<file path="config.mk">
export PLATFORM = sky130hd
export DESIGN_NAME = line_follow_pid_drive
export DESIGN_NICKNAME = d
export VERILOG_FILES = /design/src/rtl/lfpd_pkg.sv /design/src/rtl/line_follow_pid_drive.sv
export VERILOG_INCLUDE_DIRS = /design/src /design/src/rtl
export SDC_FILE = /design/constraint.sdc
export NUM_CORES = 2
export LEC_CHECK = 0
export ABC_AREA = 1
export BUFFER_PORTS_ARGS = -buffer_cell sky130_fd_sc_hd__buf_2
export CORE_AREA = 5 5 287 289
export DETAILED_ROUTE_END_ITERATION = 16
export DIE_AREA = 0 0 292 294
export MAX_ROUTING_LAYER = met4
export PLACE_DENSITY = 0.77
export SYNTH_ARGS = -nofsm -noshare
export SYNTH_HDL_FRONTEND = slang
export SYNTH_SLANG_ARGS = --single-unit
export TNS_END_PERCENT = 10
</file>
<file path="constraint.sdc">
create_clock -name clk -period 9.88 [get_ports clk]
set_clock_uncertainty 0.15 [all_clocks]
set_input_delay 0.494 -clock clk [delete_from_list [all_inputs] [get_ports clk]]
set_output_delay 0.494 -clock clk [all_outputs]
set_load 0.02 [all_outputs]
</file>
<file path="src/rtl/line_follow_pid_drive_defines.svh">
// ----------------------------------------------------------------------------
// line_follow_pid_drive_defines
// assertion macros shared by the line follower rtl
// ----------------------------------------------------------------------------
`ifndef LINE_FOLLOW_PID_DRIVE_DEFINES_SVH
`define LINE_FOLLOW_PID_DRIVE_DEFINES_SVH

// same-cycle implication, disabled while in reset
`define LFPD_ASSERT_IMP(label, pre, post, msg) \
  label: assert property (@(posedge clk) disable iff (rst) (pre) |-> (post)) else $error(msg);

// next-cycle implication, disabled while in reset
`define LFPD_ASSERT_NXT(label, pre, post, msg) \
  label: assert property (@(posedge clk) disable iff (rst) (pre) |=> (post)) else $error(msg);

`endif

</file>
<file path="src/rtl/lfpd_pkg.sv">
// ----------------------------------------------------------------------------
// lfpd_pkg
// types and fixed constants of the line follower pd drive
// ----------------------------------------------------------------------------
`default_nettype none

package lfpd_pkg;

  // field widths
  localparam int LIGHT_W = 12;
  localparam int PWM_W   = 8;
  localparam int CFG_W   = 12;
  localparam int NUM_CH  = 5;

  typedef logic [1:0] op_t;
  typedef logic [1:0] mode_t;
  typedef logic [1:0] cfg_idx_t;

  localparam op_t OP_FIRST_CAL = 2'd0;
  localparam op_t OP_CAL       = 2'd1;
  localparam op_t OP_END_CAL   = 2'd2;
  localparam op_t OP_RUN       = 2'd3;

  localparam mode_t MODE_STOP = 2'd0;
  localparam mode_t MODE_FWD  = 2'd1;
  localparam mode_t MODE_REV  = 2'd2;

  localparam cfg_idx_t CFG_BASE_SPEED = 2'd0;
  localparam cfg_idx_t CFG_LIGHT_REF  = 2'd1;
  localparam cfg_idx_t CFG_DER_RATIO  = 2'd2;

  // register reset values
  localparam logic [7:0]  BASE_SPEED_RST = 8'd240;
  localparam logic [11:0] LIGHT_REF_RST  = 12'd1000;
  localparam logic [5:0]  DER_RATIO_RST  = 6'd10;

  localparam int SPIN_SPEED = 200;

  // fixed steering gain is 3 / GAIN_DEN
  localparam int GAIN_DEN = 5000;

  // datapath widths
  localparam int ERR_W  = 13;  // channel difference and stored error
  localparam int KREF_W = 15;  // 3 * (reference - c3)
  localparam int MIX_W  = 22;  // (r+1)*e - r*prev
  localparam int PROD_W = KREF_W + MIX_W;

  // quotient is saturated; 4095 is beyond any base +/- pid that can still
  // change a clamped wheel speed for the whole pwm limit range
  localparam int Q_BITS    = 12;
  localparam int REM_W     = 25;
  localparam int SAT_LIM   = GAIN_DEN * (2 ** Q_BITS);

  // floor(n / GAIN_DEN) == (n * RECIP_M) >> RECIP_SH for every n below 2**REM_W
  localparam int RECIP_W  = 26;
  localparam int RECIP_SH = 38;
  localparam logic [RECIP_W-1:0] RECIP_M = 26'd54975582;

  // shared signed multiplier operand and product widths
  localparam int MUL_A_W = REM_W + 1;
  localparam int MUL_B_W = RECIP_W + 1;
  localparam int MUL_P_W = MUL_A_W + MUL_B_W;

  // wheel sum width and width of the largest pwm limit
  localparam int SUM_W     = Q_BITS + 2;
  localparam int PWM_LIM_W = 10;

endpackage

`default_nettype wire

</file>
<file path="src/rtl/line_follow_pid_drive.sv">
// ----------------------------------------------------------------------------
// line_follow_pid_drive: five-channel line follower with pd steering
// a word is taken only while idle and finished before the next is taken; calibration, end and
// hard-turn words end in the decide step, a pd word runs mul1, mul2, mix, mul3, sat, div (skipped
// when the quotient saturates) and clamp with up to 4 passes of a shared multiplier; decide and clamp
// wait while the output register is full; rst (sync, high) clears config, thresholds and error
// ----------------------------------------------------------------------------
`default_nettype none

`include "line_follow_pid_drive_defines.svh"

module line_follow_pid_drive #(
  parameter int ADC_BITS = 12,
  parameter int PWM_MAX  = 255
) (
  input  logic                          clk,
  input  logic                          rst,
  // input word channel
  input  logic                          in_valid,
  output logic                          in_ready,
  input  lfpd_pkg::op_t                 op,
  input  logic [lfpd_pkg::LIGHT_W-1:0]  light_0,
  input  logic [lfpd_pkg::LIGHT_W-1:0]  light_1,
  input  logic [lfpd_pkg::LIGHT_W-1:0]  light_2,
  input  logic [lfpd_pkg::LIGHT_W-1:0]  light_3,
  input  logic [lfpd_pkg::LIGHT_W-1:0]  light_4,
  input  logic [lfpd_pkg::LIGHT_W-1:0]  light_5,
  input  logic [lfpd_pkg::LIGHT_W-1:0]  light_6,
  input  logic [lfpd_pkg::LIGHT_W-1:0]  light_7,
  // result word channel
  output logic                          out_valid,
  input  logic                          out_ready,
  output logic [lfpd_pkg::PWM_W-1:0]    left_pwm,
  output lfpd_pkg::mode_t               left_mode,
  output logic [lfpd_pkg::PWM_W-1:0]    right_pwm,
  output lfpd_pkg::mode_t               right_mode,
  // configuration write port
  input  logic                          cfg_wen,
  input  lfpd_pkg::cfg_idx_t            cfg_index,
  input  logic [lfpd_pkg::CFG_W-1:0]    cfg_data
);

  import lfpd_pkg::*;

  // effective sample width: low ADC_BITS of each 12 bit sample
  localparam int CH_W = (ADC_BITS < LIGHT_W) ? ADC_BITS : LIGHT_W;

  // spin duty and pwm limit in the widths they are used at
  localparam int SPIN_CAP = (SPIN_SPEED > PWM_MAX) ? PWM_MAX : SPIN_SPEED;
  localparam logic [PWM_W-1:0]            SPIN_PWM  = PWM_W'(SPIN_CAP);
  localparam logic [PWM_LIM_W-1:0]        PWM_MAX_V = PWM_LIM_W'(PWM_MAX);
  localparam logic signed [SUM_W-1:0]     PWM_MAX_S = SUM_W'(PWM_MAX);

  // sequencer states
  localparam logic [3:0] S_IDLE   = 4'd0;
  localparam logic [3:0] S_DECIDE = 4'd1;
  localparam logic [3:0] S_MUL1   = 4'd2;
  localparam logic [3:0] S_MUL2   = 4'd3;
  localparam logic [3:0] S_MIX    = 4'd4;
  localparam logic [3:0] S_MUL3   = 4'd5;
  localparam logic [3:0] S_SAT    = 4'd6;
  localparam logic [3:0] S_DIV    = 4'd7;
  localparam logic [3:0] S_CLAMP  = 4'd8;

  // floor average of two channel values
  function automatic logic [CH_W-1:0] avg2(input logic [CH_W-1:0] a,
                                           input logic [CH_W-1:0] b);
    logic [CH_W:0] s;
    s = {1'b0, a} + {1'b0, b};
    return s[CH_W:1];
  endfunction

  // clamp a signed wheel sum to 0..PWM_MAX, keep the low pwm bits
  function automatic logic [PWM_W-1:0] clamp_pwm(input logic signed [SUM_W-1:0] v);
    if (v < 0) begin
      return '0;
    end else if (v > PWM_MAX_S) begin
      return PWM_MAX_V[PWM_W-1:0];
    end else begin
      return v[PWM_W-1:0];
    end
  endfunction

  // control
  logic [3:0]                state;

  // configuration registers
  logic [7:0]                base_speed;
  logic [11:0]               light_reference;
  logic [5:0]                derivative_ratio;

  // channel values of the current word and calibration state
  op_t                       op_r;
  logic [CH_W-1:0]           chan_in   [NUM_CH];
  logic [CH_W-1:0]           chan      [NUM_CH];
  logic [CH_W-1:0]           ch_min    [NUM_CH];
  logic [CH_W-1:0]           ch_max    [NUM_CH];
  logic [CH_W-1:0]           ch_thr    [NUM_CH];
  logic signed [ERR_W-1:0]   last_error;

  // pd datapath
  logic signed [ERR_W-1:0]   err_in;
  logic signed [ERR_W-1:0]   err;
  logic signed [ERR_W-1:0]   kref;
  logic signed [KREF_W-1:0]  kref3_in;
  logic signed [KREF_W-1:0]  kref3;
  logic signed [MUL_A_W-1:0] mul_a;
  logic signed [MUL_B_W-1:0] mul_b;
  logic signed [MUL_P_W-1:0] mul_p;
  logic signed [PROD_W-1:0]  prod;
  logic signed [MIX_W-1:0]   term;
  logic signed [MIX_W-1:0]   mix;
  logic [PROD_W-1:0]         mag;
  logic                      sat;
  logic                      neg;
  logic [REM_W-1:0]          rem;
  logic [Q_BITS-1:0]         quo;
  logic signed [SUM_W-1:0]   q_s;
  logic signed [SUM_W-1:0]   pid;
  logic signed [SUM_W-1:0]   base_s;
  logic signed [SUM_W-1:0]   left_v;
  logic signed [SUM_W-1:0]   right_v;
  logic [7:0]                base_cap;

  // decision and result staging
  logic                      out_free;
  logic                      decide_go;
  logic                      left_cross;
  logic                      right_cross;
  logic                      on_line;
  logic                      emit;
  logic [PWM_W-1:0]          emit_lp;
  logic [PWM_W-1:0]          emit_rp;
  mode_t                     emit_lm;
  mode_t                     emit_rm;

  // input word is taken only between items; a waiting result does not block
  assign in_ready = (state == S_IDLE);

  // the output register is free when empty or being drained this cycle
  assign out_free  = !out_valid || out_ready;
  assign decide_go = (state == S_DECIDE) && out_free;

  // eight samples folded into five channels
  always_comb begin
    chan_in[0] = avg2(light_0[CH_W-1:0], light_1[CH_W-1:0]);
    chan_in[1] = light_2[CH_W-1:0];
    chan_in[2] = avg2(light_3[CH_W-1:0], light_4[CH_W-1:0]);
    chan_in[3] = light_5[CH_W-1:0];
    chan_in[4] = avg2(light_6[CH_W-1:0], light_7[CH_W-1:0]);
  end

  // run-word tests against stored thresholds
  assign left_cross  = (chan[0] > ch_thr[0]) && (chan[4] < ch_thr[4]);
  assign right_cross = (chan[4] > ch_thr[4]) && (chan[0] < ch_thr[0]);
  assign on_line     = (chan[3] > ch_thr[3]);

  // steering error e = c2 - c4 and 3 * (reference - c3)
  assign err_in   = $signed({1'b0, LIGHT_W'(chan[2])}) - $signed({1'b0, LIGHT_W'(chan[4])});
  assign kref     = $signed({1'b0, light_reference}) - $signed({1'b0, LIGHT_W'(chan[3])});
  assign kref3_in = KREF_W'(kref) + (KREF_W'(kref) <<< 1);

  // base duty capped at the pwm limit
  assign base_cap = (PWM_LIM_W'(base_speed) > PWM_MAX_V) ? PWM_MAX_V[7:0] : base_speed;

  // shared multiplier: (r+1)*e, then r*prev, then 3*kref*mix, then the
  // magnitude times the reciprocal of the gain denominator
  always_comb begin
    case (state)
      S_MUL1: begin
        mul_a = $signed(MUL_A_W'(derivative_ratio) + MUL_A_W'(1));
        mul_b = MUL_B_W'(err);
      end
      S_MUL2: begin
        mul_a = $signed(MUL_A_W'(derivative_ratio));
        mul_b = MUL_B_W'(last_error);
      end
      S_MUL3: begin
        mul_a = MUL_A_W'(kref3);
        mul_b = MUL_B_W'(mix);
      end
      S_DIV: begin
        mul_a = $signed({1'b0, rem});
        mul_b = $signed({1'b0, RECIP_M});
      end
      default: begin
        mul_a = '0;
        mul_b = '0;
      end
    endcase
  end

  assign mul_p = mul_a * mul_b;

  // magnitude of the product and saturation of the quotient
  assign mag = $unsigned(prod[PROD_W-1] ? -prod : prod);
  assign sat = (mag >= PROD_W'(SAT_LIM));

  // signed pid (truncated toward zero) and the two wheel sums
  assign q_s     = $signed(SUM_W'(quo));
  assign pid     = neg ? -q_s : q_s;
  assign base_s  = $signed(SUM_W'(base_cap));
  assign left_v  = base_s - pid;
  assign right_v = base_s + pid;

  // result selection
  always_comb begin
    emit    = 1'b0;
    emit_lp = '0;
    emit_lm = MODE_STOP;
    emit_rp = '0;
    emit_rm = MODE_STOP;
    if (decide_go) begin
      case (op_r) inside
        OP_FIRST_CAL, OP_CAL: begin
          // spin in place while sweeping the sensors
          emit    = 1'b1;
          emit_lp = SPIN_PWM;
          emit_lm = MODE_FWD;
          emit_rp = SPIN_PWM;
          emit_rm = MODE_REV;
        end
        OP_END_CAL: begin
          emit = 1'b1;
        end
        default: begin
          if (left_cross) begin
            // line seen on the left only: hard left turn
            emit    = 1'b1;
            emit_rp = base_cap;
            emit_rm = MODE_FWD;
          end else if (right_cross) begin
            // line seen on the right only: hard right turn
            emit    = 1'b1;
            emit_lp = base_cap;
            emit_lm = MODE_FWD;
          end
        end
      endcase
    end else if ((state == S_CLAMP) && out_free) begin
      emit    = 1'b1;
      emit_lp = clamp_pwm(left_v);
      emit_lm = MODE_FWD;
      emit_rp = clamp_pwm(right_v);
      emit_rm = MODE_FWD;
    end
  end

  // sequencer, configuration and reset-cleared state
  always_ff @(posedge clk) begin
    if (rst) begin
      state            <= S_IDLE;
      out_valid        <= 1'b0;
      base_speed       <= BASE_SPEED_RST;
      light_reference  <= LIGHT_REF_RST;
      derivative_ratio <= DER_RATIO_RST;
      last_error       <= '0;
      for (int i = 0; i < NUM_CH; i++) begin
        ch_thr[i] <= '0;
      end
    end else begin
      if (cfg_wen) begin
        unique case (cfg_index)
          CFG_BASE_SPEED: base_speed       <= cfg_data[7:0];
          CFG_LIGHT_REF:  light_reference  <= cfg_data[11:0];
          CFG_DER_RATIO:  derivative_ratio <= cfg_data[5:0];
          default: ;
        endcase
      end

      if (emit) begin
        out_valid <= 1'b1;
      end else if (out_ready) begin
        out_valid <= 1'b0;
      end

      unique case (state)
        S_IDLE: begin
          if (in_valid) begin
            state <= S_DECIDE;
          end
        end
        S_DECIDE: begin
          if (out_free) begin
            if (op_r == OP_END_CAL) begin
              // midpoint thresholds
              for (int i = 0; i < NUM_CH; i++) begin
                ch_thr[i] <= avg2(ch_min[i], ch_max[i]);
              end
            end
            if ((op_r == OP_RUN) && !left_cross && !right_cross && on_line) begin
              state <= S_MUL1;
            end else begin
              // done, with or without a result word
              state <= S_IDLE;
            end
          end
        end
        S_MUL1: state <= S_MUL2;
        S_MUL2: state <= S_MIX;
        S_MIX:  state <= S_MUL3;
        S_MUL3: state <= S_SAT;
        S_SAT: begin
          if (sat) begin
            state <= S_CLAMP;
          end else begin
            state <= S_DIV;
          end
        end
        S_DIV:  state <= S_CLAMP;
        S_CLAMP: begin
          if (out_free) begin
            last_error <= err;
            state      <= S_IDLE;
          end
        end
        default: state <= S_IDLE;
      endcase
    end
  end

  // datapath registers, no reset
  always_ff @(posedge clk) begin
    if (in_valid && in_ready) begin
      op_r <= op;
      for (int i = 0; i < NUM_CH; i++) begin
        chan[i] <= chan_in[i];
      end
    end

    if (decide_go) begin
      case (op_r)
        OP_FIRST_CAL: begin
          for (int i = 0; i < NUM_CH; i++) begin
            ch_min[i] <= chan[i];
            ch_max[i] <= chan[i];
          end
        end
        OP_CAL: begin
          for (int i = 0; i < NUM_CH; i++) begin
            if (chan[i] < ch_min[i]) ch_min[i] <= chan[i];
            if (chan[i] > ch_max[i]) ch_max[i] <= chan[i];
          end
        end
        default: ;
      endcase
      err   <= err_in;
      kref3 <= kref3_in;
    end

    case (state)
      S_MUL1: term <= mul_p[MIX_W-1:0];
      S_MUL2: prod <= mul_p[PROD_W-1:0];
      S_MIX:  mix  <= term - prod[MIX_W-1:0];
      S_MUL3: prod <= mul_p[PROD_W-1:0];
      S_SAT: begin
        neg <= prod[PROD_W-1];
        rem <= mag[REM_W-1:0];
        quo <= sat ? '1 : '0;
      end
      // quotient by reciprocal multiplication, exact below the saturation limit
      S_DIV:  quo <= mul_p[RECIP_SH +: Q_BITS];
      default: ;
    endcase

    if (emit) begin
      left_pwm   <= emit_lp;
      left_mode  <= emit_lm;
      right_pwm  <= emit_rp;
      right_mode <= emit_rm;
    end
  end

  // an accepted word always goes to the decode step next
  `LFPD_ASSERT_NXT(a_accept_decide, in_valid && in_ready, state == S_DECIDE, "word skipped decode")
  // the divide step only sees magnitudes below the saturation limit
  `LFPD_ASSERT_IMP(a_div_range, state == S_DIV, rem < REM_W'(SAT_LIM), "divide operand too big")
  // a stopped left wheel has zero duty and the right wheel never reverses then
  `LFPD_ASSERT_IMP(a_left_stop, out_valid && (left_mode == MODE_STOP), (left_pwm == '0) && (right_mode != MODE_REV), "left stop word inconsistent")

endmodule

`default_nettype wire

</file>
## After elaboration in Yosys (flattened, before gate mapping)

Memory sizes are Yosys's and may differ from the RTL's.
Cells that the tools add are included.

| storage, ports and cells | value |
|---|---|
| register bits after elaboration | 213 |
| memory bits (writable) | 240 |
| output and inout bits | 22 |
| memories | 4 |

| cells by class | value |
|---|---|
| $add $sub $neg | 17 |
| $mul | 1 |
| order comparisons | 20 |
| equal/unequal tests | 16 |
| mux-type cells | 112 |
| bitwise logic cells | 15 |
| reduce and logical (&&, ||, !) cells | 24 |

Memory list:

| memory | depth | width | read ports | clocked after memory_dff | write ports | RTL line | RTL |
|---|---|---|---|---|---|---|---|
| ch_max | 5 | 12 | 5 | 0 | 5 | line_follow_pid_drive.sv:97 | `logic [CH_W-1:0] ch_max [NUM_CH];` |
| ch_min | 5 | 12 | 5 | 0 | 5 | line_follow_pid_drive.sv:96 | `logic [CH_W-1:0] ch_min [NUM_CH];` |
| ch_thr | 5 | 12 | 3 | 0 | 5 | line_follow_pid_drive.sv:98 | `logic [CH_W-1:0] ch_thr [NUM_CH];` |
| chan | 5 | 12 | 5 | 0 | 5 | line_follow_pid_drive.sv:95 | `logic [CH_W-1:0] chan [NUM_CH];` |

Operators with widths:

| operator | number |
|---|---|
| $mux W12 | 16 |
| $mux W8 | 15 |
| $pmux W27 S4 | 1 |
| $add A12 B12 Y13 | 8 |
| $pmux W26 S4 | 1 |
| $gt A12 B12 Y1 | 8 |
| $lt A12 B12 Y1 | 7 |
| $mux W1 | 67 |
| $mul A26 B27 Y50 | 1 |
| $ge A37 B25 Y1 const B | 1 |
| $mux W37 | 1 |
| $neg A37 Y37 | 1 |
| $pmux W4 S9 | 1 |
| $gt A14 B9 Y1 const B | 2 |
| $lt A14 B1 Y1 const B | 2 |
| $sub A12 B12 Y13 | 2 |
| $pmux W12 S2 | 1 |
| $sub A22 B22 Y22 | 1 |
| $eq A4 B3 Y1 const B | 4 |
| $mux W4 | 4 |
| $add A13 B14 Y15 | 1 |
| $or A1 B1 Y1 | 15 |
| $add A9 B14 Y14 | 1 |
| $mux W14 | 1 |
| 19 further kinds | 43 |

## Logic depth before layout (Yosys ltp)

An unclocked memory read counts as a cell.

| logic depth | value |
|---|---|
| depth in word-level cells | 10 |
| mapped depth | 38 |
| depth with buffers taken out | 38 |

## Least setup slack after synthesis

No wires, ideal clock.

| timing path | value |
|---|---|
| path type | flip-flop to flip-flop |
| start | reg state[3] |
| end | reg quo[10], data pin |
| library setup time | 253 ps |
| data arrival time | 7786 ps |
| slack | 1692 ps |
| stages on the path, launching flop included | 30 |
| path buffers | 2 |
| path through | dfxtp_1 -> nor2_2 -> inv_2 -> nor3_2 -> buf_2 -> buf_2 -> nand3_1 -> nand2_2 -> inv_1 -> nor2_1 -> inv_1 -> fa_1 -> fa_1 -> inv_1 -> fa_1 -> fa_1 -> fa_1 -> fa_1 -> inv_1 -> fa_1 -> inv_1 -> ha_1 -> nand2_1 -> o21ai_0 -> or3b_2 -> o211ai_1 -> a21oi_1 -> xor2_1 -> nand2_1 -> nand2_2 |

| on the way | value |
|---|---|
| longest elaborated chain between the ends | 4 |
| elaborated cells on any way between the ends | 9 |
| classes of those cells | 1 x mul; 5 x eq/ne; 3 x mux |

Ends and longest elaborated chain:

| what | RTL line | RTL |
|---|---|---|
| start, declared | line_follow_pid_drive.sv:85 | `logic [3:0] state;` |
| start signal, assigned | line_follow_pid_drive.sv:252 | `state <= S_IDLE;` |
| start signal, assigned | line_follow_pid_drive.sv:280 | `state <= S_DECIDE;` |
| start signal, assigned | line_follow_pid_drive.sv:292 | `state <= S_MUL1;` |
| $eq A4 B3 Y1, or another cell as far along | line_follow_pid_drive.sv:169, line_follow_pid_drive.sv:351 |  |
| $pmux W26 S4 or $pmux W27 S4 (tied branches) | line_follow_pid_drive.sv:169 | `case (state)` |
| $mul A26 B27 Y50 | line_follow_pid_drive.sv:193 | `assign mul_p = mul_a * mul_b;` |
| $pmux W12 S2 (*) | line_follow_pid_drive.sv:351 | `case (state)` |
| end signal, assigned | line_follow_pid_drive.sv:359 | `quo <= sat ? '1 : '0;` |
| end signal, assigned | line_follow_pid_drive.sv:362 | `S_DIV: quo <= mul_p[RECIP_SH +: Q_BITS];` |
| end, declared | line_follow_pid_drive.sv:117 | `logic [Q_BITS-1:0] quo;` |

Mark *: on every way between the ends. The rest lies on a longest branch, timed or not.
A chain may end at the register's enable or synchronous reset.

## Worst setup path after layout

| timing path | value |
|---|---|
| start | reg state[3] |
| end | reg quo[11], data pin |

The elaborated chain is that of the path after synthesis.

==> reports/results.tsv <==
stage	metric	value	unit
placement	dpl.hpwl	105.7	mm
critical_path	slowest_stage	a21oi_1	
synth	async_flop_share	0	%
timing	slew_headroom	7.449	%
worst_hold_path	worstHoldStart	cfg_data[6]	
critical_path	cp-start-kind	flop	
cts	post_cts_buffers	0	
timing	fin_hold_ws	0.02436	ns
pwr	switching_share	27.54	%
cts	cts_htree_levels	2	
drt	drt-initial-drc-count	2694	
floorplan	fp.dieH	294	um
timing	clock.fmax	109.9	MHz
cts	hold_buffers	18	
timing	fin_crit	9.103	ns
drt	antenna_left	0	
timing	post-route-period-util	92.13	%
pwr	p_per_area	81.77	nW/um^2
synth	netlist_area	47060	um^2
placement	dp_cells	6499	
global_routing	grt_start_max_net_pins	51	
floorplan	design.die.area	85850	um^2
finish	fillers	6544	
finish	ff_latch_area	10610	um^2
pwr	p_switching	1.147	mW
drt	drt-pass1-iter-count	9	
critical_path	arrival	9.27	ns
pwr	power_frac_clock	37.7	%
critical_path	critPathMaxStageDelay	0.85	ns
cts	clock_sinks	368	
finish	fin_nets	6724	
worst_hold_path	whs_path_depth	3	
drt	drcViolationCount	0	
placement	place_congestion	0.9920	
synth	ys_seq_area_share	22.55	%
synth	syn_nets	6543	
synth	synth-edff-count	324	
critical_path	critPathKind	reg -> reg	
synth	synth_top_area_share	30.50	%
pwr	p_seq_share	45.3	%
synth	synth.distinct_cells	66	
global_routing	gr-usage-all-layers	30.90	%
pwr	finalPower	4.164	mW
finish	synthToLayoutAreaGrowth	8.199	%
timing	fin_ws	0.7773	ns
drt	avgViaCountPerCell	5.441	
critical_path	crit_path_frequent_cell	fa_1	
finish	final_core_util	63.94	%
drt	drt-wirelength-per-cell	19.23	um
cts	cts_resized	0	
pwr	ir_worst_vdd	0.0001175	V
timing	final_hold_viol_count	0	
critical_path	worstSetupEndpointType	flop	
synth	synthFlopType	edfxtp_1	
floorplan	coreArea	79640	um^2
floorplan	start_util	59.09	%
placement	placed_area	49370	um^2
cts	clk_pin_slew_worst_paths	0.06	ns
floorplan	ios	139	
critical_path	reg2reg_from	state[3]	
finish	multi_input_area	30740	um^2
timing	tightest_slew	1.383	ns
finish	design_area	50920	um^2
finish	final_cells	6592	
drt	via_count	35860	
worst_hold_path	hp-class	in -> reg	
timing	setup_violations	0	
critical_path	worstReg2RegEnd	quo[11]	
critical_path	required	10.04	ns
cts	cts.path.max_buffers	3	
synth	synth.area.top_cells	fa_1 (31%), edfxtp_1 (21%), inv_1 (11%)	
floorplan	die_w	292	um
run_status	status	finished, final reports clean	
synth	syn-instance-count	5319	
pwr	comb_power_share	16.9	%
placement	dpl_worst_slack	0.9154	ns
global_routing	grt_pass1_vias	37620	
cts	cts_tree	built	
synth	synth_top_area_cell	fa_1	
synth	syn_area_per_cell	8.848	um^2
drt	drt-total-wl	126.7	mm
timing	setup-tns-final	0	ns
cts	ctsRootBufferMaster	clkbuf_16	
floorplan	rows	104	
cts	clk-insertion-delay-late	0.58	ns
timing	drv_slew	0	
global_routing	grt_antenna_before_repair	1	
finish	layout-drive-gt1-share	7.448	%
synth	synth-seq-cells	368	
finish	antenna_cells_inserted	0	
global_routing	grt_pass1_wl	202.5	mm
critical_path	rrSetupSlack	0.78	ns
flow_run	drv_cap	0	
critical_path	reg2reg_depth	30	
synth	ys_warn_count	0	
critical_path	path_max_fanout	20	
placement	portBuffers	125	
pwr	p_int	3.017	mW
pwr	p_leak	26.27	nW
cts	numCtsBuffers	41	
worst_hold_path	hold_end	base_cap[6]	
timing	grt_setup_unrepaired	false	
global_routing	grt-ovfl-total	0	
power groups by stage:
| stage | sequential [mW] | clock [mW] | combinational [mW] |
|---|---|---|---|
| CTS | 1.89 | 1.59 | 0.705 |
| floorplan | 1.90 | 0 | 0.496 |
| detailed placement | 1.92 | 0 | 0.690 |
| finish | 1.89 | 1.57 | 0.705 |
| global placement | 1.92 | 0 | 0.662 |
| global route | 1.90 | 1.65 | 0.804 |
synth_stat cells (27+ instances only):
master,count
o21ai_0,154
inv_1,1379
dfxtp_1,44
ha_1,390
xor2_1,130
nand2_1,844
nor2_1,467
nor3_1,27
clkbuf_1,48
xnor2_1,56
nand4_1,31
a21oi_1,273
buf_2,49
nand3_1,102
fa_1,717
edfxtp_1,324
flip-flops by register name, indices dropped and copies added, names as in the netlist, 8 cells and up:
register,count
ch_thr,36
last_error,13
quo,12
chan,48
term,22
ch_min,36
mix,22
right_pwm,8
err,13
base_cap,8
kref3,15
left_pwm,8
light_reference,12
ch_max,36
rem,25
prod,37
how the worst max path moves through the flow:
stage | startpoint | to | slack (ns) | cells after the start
floorplan | state[3] | quo[10] | 1.69 | 29
CTS | state[3] | quo[11] | 0.85 | 30
global placement | state[3] | quo[11] | 0.90 | 29
global route | state[3] | quo[11] | 0.35 | 30
detailed placement | state[3] | quo[11] | 0.92 | 30
finish | state[3] | quo[11] | 0.78 | 30
critical path: cells and delay by family (launching register included):
kind,cells,cell delay (ns)
buffers and inverters,8,1.07
adder cells (fa/ha/maj),8,4.12
AND/OR/NAND/NOR,12,2.12
AO/OA/AOI/OAI,2,1.00
flip-flops,1,0.34
logic make-up (layout without fill, tap and decap cells):
family,after synthesis,count (layout),synth area share (%)
DFF,368,368,22.55
other,1,1,0.007969
xor gates and xnor gates,189,189,3.589
and+or+nand+nor,1559,1559,13.66
buffers and inverters,1516,1729,12.26
AOI/OAI and AO/OA,579,579,7.067
adders and majority gates,1107,1107,40.87
cell type report:
cell class                 count  area share (%)
sequential                   368           20.84
tap                         1060           2.605
multi-input combinational   3435           60.37
timing repair buffer         245           3.111
clock inverter                28          0.6291
inverter                    1409           10.39
clock buffer                  47           2.059
per-layer routing:
layer | up-vias | global-route usage [%] | wire [um]
met5 | - | - | 0
met4 | 0 | 12.57 | 6420
met3 | 356 | 4.128 | 9090
met2 | 1386 | 51.99 | 61930
met1 | 17580 | 38.13 | 49300
li1 | 16550 | - | -
placed cells by master, fill, tap and decap left out, types with 56 or more instances in the layout:
cell type and count:
nand3_1 102, buf_4 101, nor2_1 466, a21oi_1 273, fa_1 717, xnor2_1 56, inv_1 1379, xor2_1 130
o21ai_0 153, ha_1 390, nand2_1 844, edfxtp_1 324, buf_2 125
(Power assumes the default switching activity.)
